## src/design/drc_pkg.sv

```systemverilog
`timescale 1ns / 1ps

package drc_pkg;

   // mode codes
   localparam logic [2:0] MODE_DISC    = 3'd0;
   localparam logic [2:0] MODE_READY   = 3'd1;
   localparam logic [2:0] MODE_DETACH  = 3'd2;
   localparam logic [2:0] MODE_PENDING = 3'd3;
   localparam logic [2:0] MODE_RECOV   = 3'd4;
   localparam logic [2:0] MODE_WAIT    = 3'd5;

   // command codes
   localparam logic [2:0] CMD_RESTART = 3'd0;
   localparam logic [2:0] CMD_REMOVED = 3'd1;
   localparam logic [2:0] CMD_ARRIVED = 3'd2;
   localparam logic [2:0] CMD_NEXT    = 3'd3;
   localparam logic [2:0] CMD_DETACHED = 3'd4;
   localparam logic [2:0] CMD_ATTACH  = 3'd5;
   localparam logic [2:0] CMD_STATUS  = 3'd6;

   // action codes
   localparam logic [1:0] ACT_NONE   = 2'd0;
   localparam logic [1:0] ACT_DETACH = 2'd1;
   localparam logic [1:0] ACT_ATTACH = 2'd2;

   // register indexes
   localparam logic [2:0] REG_MATCH_PID      = 3'd0;
   localparam logic [2:0] REG_START_READY    = 3'd1;
   localparam logic [2:0] REG_RETRY_DELAY_MS = 3'd2;
   localparam logic [2:0] REG_RETRY_LIMIT    = 3'd3;
   localparam logic [2:0] REG_DETACH_WAIT_MS = 3'd4;

   localparam logic [31:0] WAIT_NONE = 32'hFFFF_FFFF;
   localparam logic [63:0] WAIT_MAX  = 64'd2147483647;

   typedef struct packed {
      logic [15:0] match_pid;
      logic        start_ready;
      logic [15:0] retry_delay_ms;
      logic [7:0]  retry_limit;
      logic [15:0] detach_wait_ms;
   } cfg_type;

   typedef struct packed {
      logic [2:0] mode;
      logic       dev_seen;
      logic [7:0] fail_cnt;
   } ctl_type;

   typedef struct packed {
      logic [1:0]  action;
      logic [31:0] wait_ms;
      logic        is_ready;
      logic        is_retrying;
   } rsp_type;

endpackage

```

## src/design/device_reconnect_controller.sv

```systemverilog
`timescale 1ns / 1ps

// Hot-plug recovery controller for one expected device. Each request carries a
// command in req_tuser (restart, removed, arrived, next action, detached,
// attach result, status) and returns exactly one response: the action to take,
// the wait in ms until the next poll (-1 for none) and the ready and retrying
// flags, all as they stand after the command. A request is registered on
// acceptance and applied against the controller state; the new state and the
// response load when the response register is free or drains, so one request
// can be accepted every cycle while rsp_tready stays high. The single state
// update (one add, one subtract and a few compares over TIME_BITS) sets the
// cycle. Configuration is written through csr_we/csr_index/csr_wdata; the user
// must write it only while no request is in flight; not enforced by the block.
module device_reconnect_controller #(
   parameter int TIME_BITS = 48
) (
   input  logic                                   clock,
   input  logic                                   reset,
   input  logic                                   req_tvalid,
   output logic                                   req_tready,
   // tdata: product_id[15:0], attach_ok, now_ms[TIME_BITS-1:0], zero fill
   input  logic [((17+TIME_BITS+7)/8)*8-1:0]      req_tdata,
   // tuser: command[2:0]
   input  logic [2:0]                             req_tuser,
   output logic                                   rsp_tvalid,
   input  logic                                   rsp_tready,
   // tdata: action[1:0], wait_ms[31:0], is_ready, is_retrying, zero fill
   output logic [39:0]                            rsp_tdata,
   input  logic                                   csr_we,
   input  logic [2:0]                             csr_index,
   input  logic [15:0]                            csr_wdata
);
   import drc_pkg::*;

   // configuration registers
   cfg_type cfg_ff;
   cfg_type cfg_in;

   // controller state
   ctl_type              ctl_ff;
   ctl_type              ctl_in;
   logic [TIME_BITS-1:0] deadline_ff;
   logic [TIME_BITS-1:0] deadline_in;

   // request register
   logic                 req_vld_ff;
   logic [2:0]           cmd_ff;
   logic [15:0]          prod_ff;
   logic                 ok_ff;
   logic [TIME_BITS-1:0] now_ff;

   // response register
   logic    rsp_vld_ff;
   rsp_type rsp_ff;
   rsp_type rsp_in;

   logic req_take;
   logic advance;

   // Advance the held request whenever the response register is free or drains.
   assign advance    = req_vld_ff && (!rsp_vld_ff || rsp_tready);
   assign req_tready = !req_vld_ff || advance;
   assign req_take   = req_tvalid && req_tready;

   always_comb begin
      cfg_in = cfg_ff;
      if (csr_we) begin
         unique case (csr_index)
            REG_MATCH_PID:      cfg_in.match_pid      = csr_wdata;
            REG_START_READY:    cfg_in.start_ready    = csr_wdata[0];
            REG_RETRY_DELAY_MS: cfg_in.retry_delay_ms = csr_wdata;
            REG_RETRY_LIMIT:    cfg_in.retry_limit    = csr_wdata[7:0];
            REG_DETACH_WAIT_MS: cfg_in.detach_wait_ms = csr_wdata;
            default: begin
               // drop writes beyond the register list
            end
         endcase
      end
   end

   always_ff @(posedge clock) begin
      if (reset) begin
         cfg_ff.match_pid      <= '0;
         cfg_ff.start_ready    <= 1'b0;
         cfg_ff.retry_delay_ms <= 16'd500;
         cfg_ff.retry_limit    <= 8'd10;
         cfg_ff.detach_wait_ms <= 16'd100;
      end else begin
         cfg_ff <= cfg_in;
      end
   end

   // Capture the request fields; hold them while the request waits.
   always_ff @(posedge clock) begin
      if (reset) begin
         req_vld_ff <= 1'b0;
      end else if (req_tready) begin
         req_vld_ff <= req_tvalid;
      end
   end

   always_ff @(posedge clock) begin
      if (req_take) begin
         cmd_ff  <= req_tuser;
         prod_ff <= req_tdata[15:0];
         ok_ff   <= req_tdata[16];
         now_ff  <= req_tdata[17 +: TIME_BITS];
      end
   end

   // Apply the held request against the controller state.
   drc_step #(
      .TIME_BITS (TIME_BITS)
   ) u_step (
      .cfg          (cfg_ff),
      .ctl_cur      (ctl_ff),
      .deadline_cur (deadline_ff),
      .command      (cmd_ff),
      .product_id   (prod_ff),
      .attach_ok    (ok_ff),
      .now_ms       (now_ff),
      .ctl_nxt      (ctl_in),
      .deadline_nxt (deadline_in),
      .rsp          (rsp_in)
   );

   always_ff @(posedge clock) begin
      if (reset) begin
         ctl_ff.mode     <= MODE_DISC;
         ctl_ff.dev_seen <= 1'b0;
         ctl_ff.fail_cnt <= '0;
         deadline_ff     <= '0;
      end else if (advance) begin
         ctl_ff      <= ctl_in;
         deadline_ff <= deadline_in;
      end
   end

   // Response register: load on advance, clear valid once taken.
   always_ff @(posedge clock) begin
      if (reset) begin
         rsp_vld_ff <= 1'b0;
      end else if (advance) begin
         rsp_vld_ff <= 1'b1;
      end else if (rsp_tready) begin
         rsp_vld_ff <= 1'b0;
      end
   end

   always_ff @(posedge clock) begin
      if (advance) begin
         rsp_ff <= rsp_in;
      end
   end

   assign rsp_tvalid = rsp_vld_ff;
   assign rsp_tdata  = {4'b0, rsp_ff.is_retrying, rsp_ff.is_ready,
                        rsp_ff.wait_ms, rsp_ff.action};

   // assertions
   assert property (@(posedge clock) disable iff (reset)
      ctl_ff.mode <= MODE_WAIT)
      else $error("controller mode left the defined codes");

   assert property (@(posedge clock) disable iff (reset)
      (ctl_ff.mode == MODE_READY || ctl_ff.mode == MODE_PENDING) |-> ctl_ff.dev_seen)
      else $error("ready or pending without an arrival seen");

   assert property (@(posedge clock) disable iff (reset)
      rsp_vld_ff |-> !(rsp_ff.is_ready && rsp_ff.is_retrying))
      else $error("response flags ready and retrying both set");

   assert property (@(posedge clock) disable iff (reset)
      (rsp_vld_ff && rsp_ff.action != ACT_NONE) |->
         (rsp_ff.action == ACT_DETACH || rsp_ff.action == ACT_ATTACH))
      else $error("undefined action code in response");

   assert property (@(posedge clock) disable iff (reset)
      (rsp_vld_ff && rsp_ff.action == ACT_DETACH) |-> ctl_ff.mode == MODE_DETACH
         || $past(advance) == 1'b0 || $past(req_vld_ff))
      else $error("detach action reported outside detaching");

   assert property (@(posedge clock) disable iff (reset)
      (req_vld_ff && !advance) |=> (req_vld_ff && $stable(cmd_ff) && $stable(now_ff)))
      else $error("stalled request register lost its contents");

endmodule

```

## src/design/drc_step.sv

```systemverilog
`timescale 1ns / 1ps

module drc_step #(
   parameter int TIME_BITS = 48
) (
   input  drc_pkg::cfg_type       cfg,
   input  drc_pkg::ctl_type       ctl_cur,
   input  logic [TIME_BITS-1:0]   deadline_cur,
   input  logic [2:0]             command,
   input  logic [15:0]            product_id,
   input  logic                   attach_ok,
   input  logic [TIME_BITS-1:0]   now_ms,
   output drc_pkg::ctl_type       ctl_nxt,
   output logic [TIME_BITS-1:0]   deadline_nxt,
   output drc_pkg::rsp_type       rsp
);
   import drc_pkg::*;

   logic                 match;
   logic                 due;
   logic [TIME_BITS:0]   dl_sum;
   logic [TIME_BITS-1:0] dl_sat;
   logic [7:0]           cnt_inc;
   logic [TIME_BITS-1:0] rem;
   logic [63:0]          rem64;
   logic                 due_nxt;
   logic [1:0]           act_nxt;
   logic [31:0]          wait_nxt;

   assign match   = (product_id == cfg.match_pid);
   assign due     = (now_ms >= deadline_cur);
   assign dl_sum  = {1'b0, now_ms} + (TIME_BITS+1)'(cfg.retry_delay_ms);
   assign dl_sat  = dl_sum[TIME_BITS] ? '1 : dl_sum[TIME_BITS-1:0];
   assign cnt_inc = (ctl_cur.fail_cnt == 8'hFF) ? ctl_cur.fail_cnt
                                                : ctl_cur.fail_cnt + 8'd1;

   always_comb begin
      ctl_nxt      = ctl_cur;
      deadline_nxt = deadline_cur;
      act_nxt      = ACT_NONE;
      unique case (command)
         CMD_RESTART: begin
            ctl_nxt.mode     = cfg.start_ready ? MODE_READY : MODE_DISC;
            ctl_nxt.dev_seen = cfg.start_ready;
            ctl_nxt.fail_cnt = '0;
            deadline_nxt     = '0;
         end
         CMD_REMOVED: begin
            if (match && (ctl_cur.mode == MODE_READY || ctl_cur.mode == MODE_RECOV)) begin
               ctl_nxt.mode     = MODE_DETACH;
               ctl_nxt.dev_seen = 1'b0;
               deadline_nxt     = '0;
            end
         end
         CMD_ARRIVED: begin
            if (match) begin
               ctl_nxt.dev_seen = 1'b1;
               if (ctl_cur.mode == MODE_DISC || ctl_cur.mode == MODE_WAIT) begin
                  ctl_nxt.fail_cnt = '0;
                  ctl_nxt.mode     = MODE_PENDING;
               end
            end
         end
         CMD_NEXT: begin
            if (ctl_cur.mode == MODE_DETACH) begin
               act_nxt = ACT_DETACH;
            end else if (ctl_cur.mode == MODE_PENDING ||
                         (ctl_cur.mode == MODE_WAIT && ctl_cur.dev_seen && due)) begin
               ctl_nxt.mode = MODE_RECOV;
               act_nxt      = ACT_ATTACH;
            end
         end
         CMD_DETACHED: begin
            ctl_nxt.mode = ctl_cur.dev_seen ? MODE_PENDING : MODE_DISC;
         end
         CMD_ATTACH: begin
            if (attach_ok) begin
               ctl_nxt.mode     = MODE_READY;
               ctl_nxt.dev_seen = 1'b1;
               ctl_nxt.fail_cnt = '0;
               deadline_nxt     = '0;
            end else begin
               ctl_nxt.fail_cnt = cnt_inc;
               if (cnt_inc >= cfg.retry_limit) begin
                  ctl_nxt.mode     = MODE_DISC;
                  ctl_nxt.dev_seen = 1'b0;
                  deadline_nxt     = '0;
               end else begin
                  ctl_nxt.mode = MODE_WAIT;
                  deadline_nxt = dl_sat;
               end
            end
         end
         default: begin
            // status and the unused code change nothing
         end
      endcase
   end

   // wait until next poll, taken after the event
   assign due_nxt = (now_ms >= deadline_nxt);
   assign rem     = deadline_nxt - now_ms;
   assign rem64   = 64'(rem);

   always_comb begin
      if (ctl_nxt.mode == MODE_DETACH) begin
         wait_nxt = 32'(cfg.detach_wait_ms);
      end else if (ctl_nxt.mode != MODE_WAIT || !ctl_nxt.dev_seen) begin
         wait_nxt = WAIT_NONE;
      end else if (due_nxt) begin
         wait_nxt = '0;
      end else if (rem64 > WAIT_MAX) begin
         wait_nxt = WAIT_MAX[31:0];
      end else begin
         wait_nxt = rem64[31:0];
      end
   end

   assign rsp = {act_nxt, wait_nxt, (ctl_nxt.mode == MODE_READY),
                 (ctl_nxt.mode == MODE_WAIT)};

endmodule
```

## config.mk

```make
export PLATFORM = sky130hd
export DESIGN_NAME = device_reconnect_controller
export DESIGN_NICKNAME = d
export VERILOG_FILES = /design/src/design/drc_pkg.sv /design/src/design/device_reconnect_controller.sv /design/src/design/drc_step.sv
export SDC_FILE = /design/constraint.sdc
export NUM_CORES = 1
export LEC_CHECK = 0
export BUFFER_PORTS_ARGS = -buffer_cell sky130_fd_sc_hd__buf_2
export CAP_MARGIN = 20
export CORE_MARGIN = 3
export CORE_UTILIZATION = 65
export CTS_BUF_LIST = sky130_fd_sc_hd__clkbuf_8 sky130_fd_sc_hd__clkbuf_16
export DETAILED_ROUTE_END_ITERATION = 6
export PLACE_DENSITY = 0.95
export REMOVE_ABC_BUFFERS = 1
export SYNTH_ARGS = -nofsm -noshare
export SYNTH_HDL_FRONTEND = slang
export SYNTH_HIERARCHICAL = 1
export SYNTH_SLANG_ARGS = --single-unit
```

## constraint.sdc

```tcl
create_clock -name clock -period 12.09 [get_ports clock]
set_clock_uncertainty 0.1 [all_clocks]
set_input_delay 0.6045 -clock clock [delete_from_list [all_inputs] [get_ports clock]]
set_output_delay 0.6045 -clock clock [all_outputs]
set_load 0.05 [all_outputs]
```

==> flow_summary.ini <==
[status]
status = completed

[routing]
routed_wl_um = 41700
drcViolationCount = 0
first_iter_violations = 1269
vias = 14100
routedWlPerCell_um = 18.7
drt-pass1-iter-count = 6
viasPerCell = 6.32
ant_nets = 0

[synth]
synthDistinctLibCells = 80
ys.flop_type = dfxtp_1
async_flop_share_pct = 0
synth_top_area_share_pct = 20.2
synth-edff-count = 104
synth.avg_cell_area_um2 = 8.55
synthCells = 1810
synth_seq_cells = 223
synth.area.top_cells = edfxtp_1 20%, dfxtp_1 15%, ha_1 9.8%
yosysSeqAreaShare_pct = 35.6
yosys.area.top_type = edfxtp_1
ys.warnings.count = 6
syn-cell-area_um2 = 15500

[cts]
clock-root-buffer = clkbuf_16
clock_latency_ns = 0.54
cts-resized-gates = 0
cts-hold-fix-buffers = 0
tritoncts = built
cts.sinks = 223
clk_path_buf_depth = 3
clkSlewWorstSetupHoldPaths_ns = 0.06
numCtsBuffers = 25
cts_max_level = 1
post-cts-setup-buffers = 0

[timing]
slew_headroom_pct = 36.2
finalSetupViolCount = 0
rsz0062_at_grt = no
fin_setup_tns_ns = 0
min_period_over_period_pct = 67.6
whs_ns = 0.133
worst_slack_ns = 3.92
final-hold-violation-count = 0
max_freq_mhz = 122
slew_viol_final = 0
tightest_slew_ns = 0.956
fin_crit_ns = 8.17

[job]
maxCapViolCount = 0

[floorplan]
chipWidth_um = 160
ioPinCount = 141
start_util_pct = 67.3
die_height_um = 160
fp-row-count = 55
coreArea_um2 = 23000
dieArea_um2 = 25700

[grt]
grt_usage_pct = 31.2
antenna_found_initial = 0
grt_max_degree = 119
grt_pass1_vias = 13600
grt_overflow = 0
grt_pass1_wl_um = 66800

[finish]
final_nets = 2118
nFillCells = 1627
layout_commonest_cell = nand2_1
area_delta_synth_final_pct = 10.5
multi_input_area_um2 = 9140
diodes = 0
layout-drive-gt1-share_pct = 11.0
layout_common_cells = 204 x nand2_1, 172 x a21oi_1, 133 x nand2b_1
seq_area_um2 = 5510

[hold_path]
min_from = req_tdata[32]
min_path_type = in -> reg

[placement]
place.gp.congestion = 0.976
dp_hpwl_um = 29600
dp_slack_ns = 3.91
portBuffers = 129

[power]
ir_worst_vdd_v = 0.000124
power_density_nw_per_um2 = 110
p_leak_uw = 0.00672

[critical_path]
end_kind = flop
cp.arrival_ns = 8.32
slowest_stage = and4b_1
cp_data_required_time_ns = 12.24
worst_path_most_repeated_cell = a21oi_1
worstSetupStartpointType = flop
rr_startpoint = ctl_ff[0]
critPathLaunch = ctl_ff[0]
critPathKind = reg -> reg
cp_slowest_stage_delay_ns = 0.66
critPathMaxFanout = 28
cells by family (layout without fill, tap and decap cells):
kind of cell    Yosys count  in the layout  share of synthesized area [%]
buf+inv                 210            312                           5.67
compound gates          456            456                           17.7
mux                      73             73                           4.73
flops                   223            223                           35.6
xor+xnor                104            104                           5.89
fa+ha+maj               123            123                           10.0
simple gates            620            620                           20.3
other cells               1              4                         0.0242
where the power goes:
part           total (uW)  switching, uW  internal [uW]
logic                 277            175            102
registers             840           22.3            818
clock network         758            315            443
area by class of cell:
type                    instances  share of cell area (%)
multi-input cells            1380                    53.5
inverters                     123                    2.70
well taps                     313                    2.29
repair buffers                143                    4.45
clock buffers                  31                    4.21
clock inverters                15                   0.644
flip-flops and latches        223                    32.2
layer usage:
metal | GRT usage, % | part of all wire (%) | vias up | wire (um)
met5 | 0 | 0 | - | 0
met4 | 14.6 | 4.9 | 0 | 2030
met3 | 4.41 | 8.0 | 162 | 3320
met2 | 54.4 | 48 | 741 | 20000
met1 | 38.2 | 39 | 6591 | 16300
li1 | - | - | 6593 | -
flip-flops by register name (all words and copies together), names as in the netlist:
| signal | count |
|---|---|
| req_vld_ff | 1 |
| ctl_ff | 12 |
| deadline_ff | 48 |
| now_ff | 48 |
| cmd_ff | 3 |
| ok_ff | 1 |
| rsp_tvalid | 1 |
| cfg_ff | 57 |
| prod_ff | 16 |
| rsp_tdata | 36 |
synthesized netlist by cell type, drive strengths merged, types with 8 or more instances:
cell type / count
a21oi: 174
o21bai: 9
buf: 35
mux2i: 72
xnor2: 73
nor2b: 16
nand4: 41
and2: 11
ha: 121
nand2b: 133
a31oi: 41
o211ai: 8
o21ai: 118
xor2: 31
inv: 123
a211oi: 8
a21o: 23
o21a: 9
nand2: 206
a2111oi: 9
nand3: 31
a22o: 8
clkbuf: 52
edfxtp: 104
nor3: 36
nor2: 94
dfxtp: 119
path summary, 6_finish.rpt:
path,endpoint,slack [ns],cells after the start
worst max-delay path,rsp_tdata[11],3.92,29
worst max register to register,rsp_tdata[11],3.92,29
worst min-delay path,now_ff[15],0.13,1
worst min register to register,cfg_ff[33],0.36,2
per-stage QoR:
| stage | std cells | instance area, um2 | power (uW) | util [%] |
|---|---|---|---|---|
| finish | 2228 | 17100 | 1880 | 74.4 |
| global route | 2228 | 17100 | 1940 | 74.4 |
| CTS | 2226 | 17100 | 1880 | 74.3 |
| detailed placement | 2180 | 16200 | 1120 | 70.7 |
| global placement | 2180 | 16200 | 1110 | 70.7 |
| floorplan | 1726 | 15100 | 1040 | - |
worst max-delay path: cells and delay by family (launching register included):
kind | cells | cell delay [ns]
compound gates | 13 | 2.71
simple gates | 9 | 2.65
buf+inv | 3 | 0.90
fa+ha+maj | 3 | 0.89
flops | 1 | 0.36
xor+xnor | 1 | 0.24
Power figures use the tool's default switching activity.
